`src/rtl/core/wptc_pkg.sv`:
```
// Package for the waveform peak threshold counter core.
// Holds the field widths, stream byte widths, reset threshold and shared types.
// No dependencies.
package wptc_pkg;

  // Field widths
  localparam int SAMPLE_BITS = 24;
  localparam int COUNT_BITS  = 16;

  // Stream data widths, rounded up to whole bytes
  localparam int IN_DATA_BITS  = ((SAMPLE_BITS + 7) / 8) * 8;
  localparam int OUT_DATA_BITS = ((COUNT_BITS + 7) / 8) * 8;

  typedef logic [SAMPLE_BITS-1:0]   sample_t;
  typedef logic [COUNT_BITS-1:0]    count_t;
  typedef logic [IN_DATA_BITS-1:0]  in_data_t;
  typedef logic [OUT_DATA_BITS-1:0] out_data_t;

  // Threshold after reset, truncated to the sample width
  localparam sample_t THRESHOLD_RESET = sample_t'(7000);

  // Saturation value of the pulse count
  localparam count_t COUNT_MAX = '1;

endpackage

```
`src/rtl/core/waveform_peak_threshold_counter_core.sv`:
```
// Top level of the waveform peak threshold counter.
// Depends on wptc_pkg (widths, types, reset threshold).
//
// Usage:
//   in_*  : sample stream. in_tdata carries one sample, in_tlast closes the frame
//           (the sample carried with tlast is ignored, it only ends the frame).
//   out_* : one request per frame, sent when the tlast sample is processed.
//           out_tdata carries the pulse count, out_tuser the overflow flag.
//   cfg_* : threshold write port, always ready; write it only while idle.
// Throughput: one sample per cycle while no tlast waits on a busy result slot,
//   set by the single compare/count stage between the input register and the
//   state/result registers; an accepted tlast reaches out_tvalid via the result register.
// Reset (rst_n low, synchronous): threshold returns to 7000, frame state and
//   the valid flags of both pipeline registers are cleared.
// Stall: while out_tvalid is high and out_tready low, ordinary samples keep
//   flowing; a second tlast waits in the input register and then in_tready drops.
module waveform_peak_threshold_counter_core (
  input  logic                   clk,
  input  logic                   rst_n,
  // Sample stream
  input  logic                   in_tvalid,
  output logic                   in_tready,
  input  wptc_pkg::in_data_t     in_tdata,   // [23:0] sample
  input  logic                   in_tlast,
  // Result stream
  output logic                   out_tvalid,
  input  logic                   out_tready,
  output wptc_pkg::out_data_t    out_tdata,  // [15:0] pulse total
  output logic                   out_tuser,  // [0] overflow
  // Threshold write port
  input  logic                   cfg_valid,
  output logic                   cfg_ready,
  input  wptc_pkg::sample_t      cfg_data
);
  import wptc_pkg::*;

  // Threshold register
  sample_t thr_r;

  // Input register
  logic    s1_valid_r, s1_valid_nxt;
  sample_t s1_sample_r;
  logic    s1_last_r;
  logic    s1_adv;
  logic    in_acc;

  // Frame state
  sample_t older_r, older_nxt;
  sample_t cur_r, cur_nxt;
  logic    cur_valid_r, cur_valid_nxt;
  sample_t peak_r, peak_nxt;
  count_t  count_r, count_nxt;
  logic    sat_r, sat_nxt;

  // Result register
  logic    out_valid_r, out_valid_nxt;
  count_t  out_count_r;
  logic    out_ovf_r;
  logic    out_load;

  logic    is_peak, is_valley, hit;

  assign cfg_ready = 1'b1;

  // Input stage moves on unless it holds tlast and the result slot is busy
  assign s1_adv    = s1_valid_r && (!s1_last_r || !out_valid_r || out_tready);
  assign in_tready = !s1_valid_r || s1_adv;
  assign in_acc    = in_tvalid && in_tready;
  assign out_load  = s1_adv && s1_last_r;

  always_comb begin
    s1_valid_nxt = in_acc || (s1_valid_r && !s1_adv);
  end

  // Peak / valley classification of the current level against its neighbors
  assign is_peak   = (older_r < cur_r) && (s1_sample_r < cur_r);
  assign is_valley = (cur_r < older_r) && (cur_r < s1_sample_r);
  assign hit       = is_valley && (peak_r >= thr_r) && (cur_r < thr_r);

  // Frame state update
  always_comb begin
    older_nxt     = older_r;
    cur_nxt       = cur_r;
    cur_valid_nxt = cur_valid_r;
    peak_nxt      = peak_r;
    count_nxt     = count_r;
    sat_nxt       = sat_r;
    if (s1_adv) begin
      if (s1_last_r) begin
        older_nxt     = '0;
        cur_nxt       = '0;
        cur_valid_nxt = 1'b0;
        peak_nxt      = '0;
        count_nxt     = '0;
        sat_nxt       = 1'b0;
      end else if (!cur_valid_r) begin
        // first level that differs from the zero reference
        if (s1_sample_r != older_r) begin
          cur_nxt       = s1_sample_r;
          cur_valid_nxt = 1'b1;
        end
      end else if (s1_sample_r != cur_r) begin
        if (is_peak) begin
          peak_nxt = cur_r;
        end
        if (hit) begin
          if (count_r == COUNT_MAX) begin
            sat_nxt = 1'b1;
          end else begin
            count_nxt = count_r + 1'b1;
          end
        end
        older_nxt = cur_r;
        cur_nxt   = s1_sample_r;
      end
    end
  end

  // Result slot
  always_comb begin
    out_valid_nxt = out_valid_r;
    if (out_load) begin
      out_valid_nxt = 1'b1;
    end else if (out_tready) begin
      out_valid_nxt = 1'b0;
    end
  end

  // Control and frame state registers
  always_ff @(posedge clk) begin
    if (!rst_n) begin
      thr_r       <= THRESHOLD_RESET;
      s1_valid_r  <= 1'b0;
      out_valid_r <= 1'b0;
      older_r     <= '0;
      cur_r       <= '0;
      cur_valid_r <= 1'b0;
      peak_r      <= '0;
      count_r     <= '0;
      sat_r       <= 1'b0;
    end else begin
      if (cfg_valid) begin
        thr_r <= cfg_data;
      end
      s1_valid_r  <= s1_valid_nxt;
      out_valid_r <= out_valid_nxt;
      older_r     <= older_nxt;
      cur_r       <= cur_nxt;
      cur_valid_r <= cur_valid_nxt;
      peak_r      <= peak_nxt;
      count_r     <= count_nxt;
      sat_r       <= sat_nxt;
    end
  end

  // Payload registers
  always_ff @(posedge clk) begin
    if (in_acc) begin
      s1_sample_r <= in_tdata[SAMPLE_BITS-1:0];
      s1_last_r   <= in_tlast;
    end
    if (out_load) begin
      out_count_r <= count_r;
      out_ovf_r   <= sat_r;
    end
  end

  assign out_tvalid = out_valid_r;
  assign out_tdata  = OUT_DATA_BITS'(out_count_r);
  assign out_tuser  = out_ovf_r;

  // Checks
  a_sat_full: assert property (@(posedge clk) disable iff (!rst_n)
    sat_r |-> (count_r == COUNT_MAX))
    else $error("saturated flag set with count below maximum");

  a_ref_zero: assert property (@(posedge clk) disable iff (!rst_n)
    !cur_valid_r |-> (older_r == '0))
    else $error("older level not zero before first level");

  a_frame_clear: assert property (@(posedge clk) disable iff (!rst_n)
    out_load |=> (out_tvalid && count_r == '0 && !sat_r && !cur_valid_r))
    else $error("frame state not cleared after result");

  a_hold_state: assert property (@(posedge clk) disable iff (!rst_n)
    !s1_adv |=> ($stable(count_r) && $stable(cur_r) && $stable(peak_r)))
    else $error("frame state changed without a sample");

  a_stall_block: assert property (@(posedge clk) disable iff (!rst_n)
    (s1_valid_r && s1_last_r && out_tvalid && !out_tready) |-> !in_tready)
    else $error("input taken while a frame end is blocked");

endmodule

```
`config.mk`:
```
export PLATFORM = sky130hd
export DESIGN_NAME = waveform_peak_threshold_counter_core
export DESIGN_NICKNAME = d
export VERILOG_FILES = /design/src/rtl/core/wptc_pkg.sv /design/src/rtl/core/waveform_peak_threshold_counter_core.sv
export SDC_FILE = /design/constraint.sdc
export NUM_CORES = 1
export LEC_CHECK = 0
export ABC_CLOCK_PERIOD_IN_PS = 2600
export BUFFER_PORTS_ARGS = -buffer_cell sky130_fd_sc_hd__buf_2
export CAP_MARGIN = 5
export CORE_MARGIN = 2
export CORE_UTILIZATION = 41
export CTS_CLUSTER_DIAMETER = 30
export DETAILED_ROUTE_END_ITERATION = 10
export GPL_ROUTABILITY_DRIVEN = 0
export RECOVER_POWER = 50
export SETUP_SLACK_MARGIN = 0.5
export SLEW_MARGIN = 25
export SYNTH_ARGS = -nofsm -noshare
export SYNTH_HDL_FRONTEND = slang
export SYNTH_SLANG_ARGS = --single-unit
```
`constraint.sdc`:
```
create_clock -name clk -period 2.6 [get_ports clk]
set_input_delay 0.52 -clock clk [delete_from_list [all_inputs] [get_ports clk]]
set_output_delay 0.52 -clock clk [all_outputs]
set_load 0.02 [all_outputs]
```
==> results of run 1 <==
cell type report:
type / count / area (um^2) / area share
Multi-Input combinational cell: 586 / 4617 / 0.4351
Tap cell: 270 / 337.8 / 0.03184
Clock inverter: 8 / 72.57 / 0.006840
Sequential cell: 158 / 3613 / 0.3406
Timing Repair Buffer: 153 / 1139 / 0.1073
Inverter: 79 / 296.5 / 0.02795
Clock buffer: 24 / 534.3 / 0.05035
worst max-delay path by stage:
stage | startpoint | to | cells past startpoint
global route | s1_sample_r[17] | cur_r[13] | 13
global placement | s1_sample_r[19] | count_r[12] | 9
floorplan | s1_sample_r[22] | count_r[11] | 10
finish | s1_sample_r[17] | count_r[15] | 11
detailed placement | cur_r[15] | count_r[8] | 8
CTS | s1_sample_r[1] | count_r[15] | 10
through the flow:
stage | hold WS (ps) | setup TNS [ps] | utilization | total power, mW | cell area (um^2)
CTS | 248.9 | 0 | 0.5104 | 5.905 | 10330
floorplan | 425.6 | 0 | - | 3.058 | 8497
global placement | 458.1 | 0 | 0.4646 | 3.272 | 9400
finish | 263.5 | 0 | 0.5244 | 5.917 | 10610
global route | 248.7 | -603.6 | 0.5244 | 6.149 | 10610
detailed placement | 461.4 | 0 | 0.4646 | 3.277 | 9400
power groups by stage:
stage	clock [mW]	sequential, mW	combinational, mW
final	2.56	2.64	0.715
after detailed placement	0	2.69	0.587
after global routing	2.72	2.65	0.786
after global placement	0	2.69	0.584
after floorplan	0	2.68	0.379
after CTS	2.61	2.64	0.663
layout by cell type (no fill, tap or decap), types with 7 or more instances in the layout:
cell type | Yosys | layout
nand3b_1 | 24 | 24
nand3_1 | 36 | 34
ha_4 | 0 | 10
a22o_1 | 24 | 24
clkbuf_16 | 0 | 20
dfxtp_1 | 116 | 92
nor2b_1 | 22 | 22
a221o_1 | 7 | 7
buf_2 | 6 | 53
o31ai_1 | 23 | 22
o211ai_1 | 11 | 11
inv_2 | 0 | 8
buf_4 | 1 | 59
a21boi_0 | 26 | 22
nand2b_1 | 9 | 9
ha_1 | 96 | 86
mux2i_1 | 19 | 19
a21oi_1 | 40 | 37
inv_1 | 79 | 71
clkbuf_1 | 27 | 23
and3_1 | 12 | 12
xnor2_1 | 24 | 24
edfxtp_1 | 42 | 42
nand4_1 | 29 | 29
nor2_1 | 27 | 25
nand2_1 | 64 | 63
dfxtp_2 | 0 | 24
o21ai_0 | 24 | 21
flip-flops by register name, summed over array words and instances (netlist names):
name         cells
out_tvalid       1
count_r         16
peak_r          24
cur_valid_r      1
thr_r           24
out_tdata       16
older_r         24
s1_last_r        1
s1_valid_r       1
s1_sample_r     24
cur_r           24
sat_r            1
out_tuser        1
repair_timing:
item                                    4_1_cts  5_1_grt
cloned                                        4        2
buffers inserted                             15       12
endpoints found under the setup margin       89       89
hold buffers                                  0        0
pin swaps                                     1       21
hold endpoints to repair                      0        0
resized for setup                            21       55
per-layer routing:
| layer | vias up | track usage | part of all wire |
|---|---|---|---|
| met5 | - | 0 | 0 |
| met4 | 0 | 0.06971 | 0.020 |
| met3 | 32 | 0.03210 | 0.041 |
| met2 | 162 | 0.3332 | 0.46 |
| met1 | 3252 | 0.2952 | 0.48 |
| li1 | 3411 | - | - |
cell families after synthesis:
| logic type | synth area share |
|---|---|
| compound gates | 0.1681 |
| other cells | 0.0004446 |
| flops | 0.4249 |
| fa+ha+maj | 0.1424 |
| xor+xnor | 0.02492 |
| mux | 0.02388 |
| simple gates | 0.1598 |
| buf+inv | 0.05563 |
==> results.toml, run 1 <==
[power]
leakage_nw = 4.478
switchingPower_mw = 1.478
seqPwrFrac = 0.446
power_density_mw_per_mm2 = 557.7
p_clk_frac = 0.433
p_int_mw = 4.439
switching_share = 0.2497
power_frac_comb = 0.121
ir_drop_v = 0.0004085

[logic_synthesis]
avgSynthCellArea_um2 = 9.807
yosysUniqueCellTypes = 60
synth.area.top_cells = "dfxtp_1 28%, edfxtp_1 15%, ha_1 14%"
ys.flop_type = "dfxtp_1"
synth_edf_count = 42
ys_seq_area_frac = 0.4249
yosysMostFrequentCell = "dfxtp_1"
ys_ff_latch = 158
ys_warn_count = 0
netlist_top_cells_count = "116 x dfxtp_1, 96 x ha_1, 79 x inv_1, 64 x nand2_1, 42 x edfxtp_1"
yosysTopAreaCell = "dfxtp_1"
async_reset_ff_frac = 0
synthCells = 860
syn_nets = 1010
syn_area_mm2 = 0.008434
synth_top_area_frac = 0.2753

[worst_setup_path]
crit_chain = "inv_2 -> ha_4 -> nand4_1 -> buf_4 -> buf_6 -> a21oi_2 -> o41a_1 -> a211oi_2 -> a21oi_2 -> buf_12 -> a221o_1"
critPathCaptureType = "register"
start_kind = "register"
critPathArrivalTime_ps = 2890
crit_path_frequent_cell = "a21oi_2"
cp_max_fo = 9
crit_buf_inv = 4
cp_top_family = "compound AO/OA/AOI/OAI gates"
rr_worst_depth = 11
reg2reg_to = "count_r[15]"
rrSetupSlack_ps = 20
timing.rr.start = "s1_sample_r[17]"
critical_path_class = "reg2reg"
worst_path_max_delay_cell = "o41a_1"
cp_slowest_stage_delay_ps = 480
critPathRequiredTime_ps = 2910

[place]
dp_slack_ps = 19.02
portBuffers = 72
dp_hpwl_um = 15220
dp.cells = 1213

[sta]
relSlewSlack = -0.2389
worst_slew_pin_slew_ps = 1858
setup_violations = 0
final-max-slew-violation-count = 32
clock_skew_ps = 8.559
finalHoldViolCount = 0
timing.fmax_mhz = 387.7
period_minus_slack_ps = 2579
period_share = 0.9920
rsz0062_at_grt = "true"
fin_ws_ps = 20.83

[global_route]
grt_max_degree = 55
grt_overflow_total = 0
grt_pass1_vias = 6674
grt_pass1_wl_um = 35640
grt_usage = 0.2102
antenna_found_initial = 0

[cells_and_area]
nNetsFinal = 1145
antenna_cells = 0
fin_cells = 1278
drive_above_1_share = 0.2331
fillers = 1842
area_growth_pct = 25.80

[min_path]
hold_start = "in_tdata[15]"
holdPathStages = 1
whs_endpoint = "s1_sample_r[15]"
hp-class = "in2reg"

[drt]
drcViolationCount = 0
via_count = 6857
drtIter0Drc = 377
wl_per_cell_um = 17.56
routed_wl_um = 22450
vias_per_cell = 5.365
drtAntennaViolNets = 0
drt-pass1-iter-count = 5

[floorplanning]
ios = 74
die_y_um = 147.4
core_area_mm2 = 0.02023
die_w_um = 147.4
rows = 52
start_util = 0.4168
die_area_mm2 = 0.02173

[cts]
clkLatencyLatePin_ps = 430
cts_buffers = 17
htree_levels = 4
clk_pin_slew_ps = 70
clk_path_buf_depth = 2
cts-root-buf = "clkbuf_16"
cts_tree = "built"
clock_sinks = 158

[job]
maxCapViolCount = 1

[run_status]
violations = "max-capacitance violations, max-slew violations"
status = "complete, but fails checks"
No activity file was read; power rests on OpenSTA's default activity.
==> inputs of run 2 (changes only) <==
--- a/config.mk
+++ b/config.mk
@@ -5,7 +5,7 @@
 export SDC_FILE = /design/constraint.sdc
 export NUM_CORES = 1
 export LEC_CHECK = 0
-export ABC_CLOCK_PERIOD_IN_PS = 2600
+export ABC_CLOCK_PERIOD_IN_PS = 2850
 export BUFFER_PORTS_ARGS = -buffer_cell sky130_fd_sc_hd__buf_2
 export CAP_MARGIN = 5
 export CORE_MARGIN = 2
==> constraint.sdc (replaced) <==
create_clock -name clk -period 2.85 [get_ports clk]
set_input_delay 0.57 -clock clk [delete_from_list [all_inputs] [get_ports clk]]
set_output_delay 0.57 -clock clk [all_outputs]
set_load 0.02 [all_outputs]
==> run 2 against run 1 <==
Effect of this change:
- the run now ends clean
- critical path depth decreased by 2
- maximum frequency increased by 3.2%
- sequential power decreased by 8.7%
- sequential share of layout area increased by 0.086 points
- clock-buffer cell count decreased by 5
- non-clock buffer count decreased by 10
- critical path type unchanged
- largest cell class unchanged
==> results.toml, run 2 (synthesis gave the netlist of run 1 again) <==
[run_status]
status = "finished clean"

[floorplanning]
die_y_um = 147.4
rows = 52
die_area_mm2 = 0.02173
core_area_mm2 = 0.02023
die_w_um = 147.4
start_util = 0.4168
ios = 74

[place]
dp.cells = 1190
portBuffers = 72
placed_cell_area_mm2 = 0.009181
dp_slack_ps = 255.9
dp_hpwl_um = 15040

[worst_setup_path]
critPathArrivalTime_ps = 2820
cp_max_fo = 6
start_kind = "register"
critPathRequiredTime_ps = 3170
critPathCaptureType = "register"
critical_path_class = "reg2reg"

[power]
power.total_mw = 5.369
switchingPower_mw = 1.349
power_density_mw_per_mm2 = 505.6
p_int_mw = 4.020
power_frac_comb = 0.125
seqPwrFrac = 0.449
leakage_nw = 4.352
ir_drop_v = 0.0004188
switching_share = 0.2513
p_clk_frac = 0.426

[cells_and_area]
layout_commonest_cell = "dfxtp_1"
antenna_cells = 0
nNetsFinal = 1135
layout_common_cells = "86 x dfxtp_1, 78 x ha_1, 63 x nand2_1"
fin_cells = 1268
postLayoutCoreUtil = 0.5249
area_growth_pct = 25.92
stdcell_area_mm2 = 0.01062
drive_above_1_share = 0.2585

[global_route]
antenna_found_initial = 0
grt_overflow_total = 0
grt_usage = 0.2035
grt_max_degree = 66
grt_pass1_vias = 6307
grt_pass1_wl_um = 34380

[sta]
final-max-slew-violation-count = 0
finalHoldViolCount = 0
fin_setup_tns_ps = 0
fin_ws_ps = 350.7
whs_ps = 309.9
period_share = 0.8770
setup_violations = 0
relSlewSlack = 0.08354
rsz0062_at_grt = "true"
timing.fmax_mhz = 400.1
clock_skew_ps = 7.584
worst_slew_pin_slew_ps = 1375
period_minus_slack_ps = 2499

[drt]
drtIter0Drc = 391
drt-pass1-iter-count = 5
vias_per_cell = 5.360
routed_wl_um = 22600
via_count = 6796
drtAntennaViolNets = 0
wl_per_cell_um = 17.82
drcViolationCount = 0

[cts]
cts_tree = "built"
cts_buffers = 17
clkLatencyLatePin_ps = 430
ctsHoldBuffers = 0
htree_levels = 4
cts-root-buf = "clkbuf_16"
clock_sinks = 158
clk_path_buf_depth = 2
clk_pin_slew_ps = 60

[min_path]
hp-class = "in2reg"

[job]
maxCapViolCount = 0
## run 2: changes by cell type in the layout (fill, tap and decap cells not counted), sizes merged
cell,previous run,this run
bufbuf,2,0
clkinvlp,1,4
inv,81,79
bufinv,1,3
buf,127,115
clkinv,4,6
clkbuf,48,47
## run 2: area by class of cell
| class | count | area (um^2) |
|---|---|---|
| Fill cell | 1791 | 9614 |
| Sequential cell | 158 | 3626 |
| Multi-Input combinational cell | 586 | 4771 |
| Tap cell | 270 | 337.8 |
| Clock inverter | 13 | 147.6 |
| Timing Repair Buffer | 143 | 1008 |
| Inverter | 79 | 296.5 |
| Clock buffer | 19 | 432.9 |
## run 2: critical path, cell delays in order (launching register included)
cell	delay, ps
edfxtp_1	420
inv_2	110
ha_4	210
a211oi_2	190
nor2_1	90
o41a_1	500
a211oi_4	300
a21oi_2	120
buf_6	140
a221o_1	300
## run 2: per-layer routing
layer / track usage / part of all wire / up-vias
li1: - / - / 3387
met1: 0.2950 / 0.49 / 3194
met2: 0.3103 / 0.45 / 174
met3: 0.03302 / 0.038 / 41
met4: 0.06683 / 0.026 / 0
met5: 0 / 0 / -
## run 2: final timing paths
| path | cells past startpoint | from | to | slack, ps |
|---|---|---|---|---|
| setup / recovery | 9 | s1_sample_r[17] | count_r[15] | 350 |
| hold / removal | 1 | in_tdata[6] | s1_sample_r[6] | 310 |
| setup reg to reg | 9 | s1_sample_r[17] | count_r[15] | 350 |
| hold reg to reg | 1 | peak_r[15] | peak_r[15] | 480 |
## run 2: power groups by stage
stage / Sequential (mW) / Combinational, mW / Clock (mW)
detailed placement: 2.46 / 0.517 / 0
floorplan: 2.44 / 0.339 / 0
global route: 2.42 / 0.736 / 2.43
global placement: 2.45 / 0.517 / 0
CTS: 2.41 / 0.556 / 2.33
finish: 2.41 / 0.671 / 2.29
## run 2: repair_timing
item | CTS | global route
setup endpoints to repair | 83 | 84
buffers inserted | 10 | 31
gates cloned | 1 | 4
resized for setup | 45 | 82
hold endpoints to repair | 0 | 0
pin swaps | 26 | 40
==> inputs of run 3 (changes only) <==
--- a/config.mk
+++ b/config.mk
@@ -14,6 +14,7 @@
 export DETAILED_ROUTE_END_ITERATION = 10
 export GPL_ROUTABILITY_DRIVEN = 0
 export RECOVER_POWER = 50
+export REMOVE_ABC_BUFFERS = 1
 export SETUP_SLACK_MARGIN = 0.5
 export SLEW_MARGIN = 25
 export SYNTH_ARGS = -nofsm -noshare
==> run 3 against run 2 <==
Effect of this change:
- global-route usage grew 0.41 points
- power grew 6.1%
- setup slack lost 32 ps
- sequential power is essentially flat
- design area grew 6.3%
- maximum frequency shrank 1.3%
- largest cell class unchanged
==> results.toml, run 3 (synthesis gave the netlist of run 1 again) <==
[sta]
relSlewSlack = 0.03321
clock_skew_ps = 14.00
period_share = 0.8882
finalHoldViolCount = 0
period_minus_slack_ps = 2531
final-max-slew-violation-count = 0
setup_violations = 0
timing.fmax_mhz = 395.1
worst_slew_pin_slew_ps = 1450
rsz0062_at_grt = "true"

[drt]
wl_per_cell_um = 18.59
drtIter0Drc = 593
drt-pass1-iter-count = 8
vias_per_cell = 5.510
routed_wl_um = 23810
via_count = 7058
drcViolationCount = 0
drtAntennaViolNets = 0

[floorplanning]
ios = 74
die_area_mm2 = 0.02173
die_w_um = 147.4
start_util = 0.4168
rows = 52
die_y_um = 147.4
core_area_mm2 = 0.02023

[power]
p_int_mw = 4.306
power_frac_comb = 0.127
leakage_nw = 4.574
switchingPower_mw = 1.389
seqPwrFrac = 0.424
power.total_mw = 5.695
switching_share = 0.2439
ir_drop_v = 0.0003848
p_clk_frac = 0.449
power_density_mw_per_mm2 = 504.4

[worst_setup_path]
cp_slowest_stage_delay_ps = 440
critPathCaptureType = "register"
rr_worst_depth = 9
start_kind = "register"
cp_max_fo = 7
critPathRequiredTime_ps = 3160
critical_path_class = "reg2reg"
critPathArrivalTime_ps = 2850
crit_chain = "inv_2 -> ha_4 -> nand4_1 -> or3_4 -> o211ai_1 -> or3b_4 -> a2111oi_4 -> and2_4 -> a221o_1"
worst_path_max_delay_cell = "or3_4"

[place]
dp.cells = 1184
dp_hpwl_um = 15120
placed_cell_area_mm2 = 0.009131
portBuffers = 72

[global_route]
use_met1 = 0.2976
grt_usage = 0.2076
grt_max_degree = 75
antenna_found_initial = 0
grt_util_met3 = 0.03364
top_usage_layer = "met2"
grt_pass1_vias = 6553
grt_overflow_total = 0
grt_pass1_wl_um = 35200
grtUsageMet2 = 0.3171

[cts]
cts-root-buf = "clkbuf_16"
clk_pin_slew_ps = 70
ctsHoldBuffers = 0
clkLatencyLatePin_ps = 430
cts_buffers = 17
cts_tree = "built"
clock_sinks = 158
clk_path_buf_depth = 2
htree_levels = 4

[cells_and_area]
fin_cells = 1281
area_growth_pct = 33.88
nNetsFinal = 1148
layout_commonest_cell = "dfxtp_1"
antenna_cells = 0
layout_common_cells = "64 x dfxtp_1, 60 x nand2_1, 60 x ha_1"
stdcell_area_mm2 = 0.01129
drive_above_1_share = 0.3264

[min_path]
hp-class = "in2reg"
holdPathStages = 1

[run_status]
status = "finished clean"

[job]
maxCapViolCount = 0
## run 3: cell types whose count changed in the layout (fill, tap and decap cells not counted), moves of 18 or more
cell,delta
a21boi_1,+19
dfxtp_2,+20
ha_4,+18
ha_1,-18
dfxtp_1,-22
a21boi_0,-19
## run 3: per-layer routing
metal  up-vias  part of all wire
li1       3424                 -
met1      3390              0.48
met2       208              0.46
met3        36             0.048
met4         0             0.021
met5         -                 0
## run 3: stage by stage
step                setup TNS (ps)    util  setup WS (ps)  hold WS [ps]
floorplan                   -14010       -         -635.0         425.6
global placement                 0  0.4513          185.4         456.6
detailed placement               0  0.4513          187.1         455.9
CTS                              0  0.5152          402.4         281.7
global route                     0  0.5581          248.8         299.6
finish                           0  0.5581          318.7         305.5
## run 3: what timing repair did
action | in CTS | in global routing
endpoints found under the hold margin | 0 | 0
buffers inserted | 25 | 30
pin swaps | 58 | 36
endpoints found under the setup margin | 60 | 90
gates resized for setup | 99 | 120
cloned | 2 | 8
## run 3: worst max-delay path: cells and delay by family, from the launching register on
family / cells / cell delay, ps
compound gates: 3 / 620
fa+ha+maj: 1 / 280
flops: 1 / 390
simple gates: 4 / 1060
buf+inv: 1 / 70
## run 3: path summary, 6_finish.rpt
kind | from | to | slack, ps
max | s1_sample_r[17] | count_r[11] | 320
min reg2reg | older_r[20] | older_r[20] | 460
min | in_tdata[7] | s1_sample_r[7] | 310
max reg2reg | s1_sample_r[17] | count_r[11] | 320
## run 3: cell type report
class | count | area, um^2
tap | 270 | 337.8
clock inverter | 9 | 150.1
sequential | 158 | 3659
fill | 1718 | 8942
inverter | 79 | 296.5
clock buffer | 23 | 511.7
multi-input combinational | 587 | 5125
timing repair buffer | 155 | 1212
## run 3: power by group through the flow
stage | clock [mW] | combinational [mW] | sequential (mW)
after floorplan | 0 | 0.307 | 2.45
after global placement | 0 | 0.498 | 2.46
after detailed placement | 0 | 0.501 | 2.46
after CTS | 2.61 | 0.588 | 2.41
after global routing | 2.68 | 0.786 | 2.42
final | 2.56 | 0.724 | 2.42
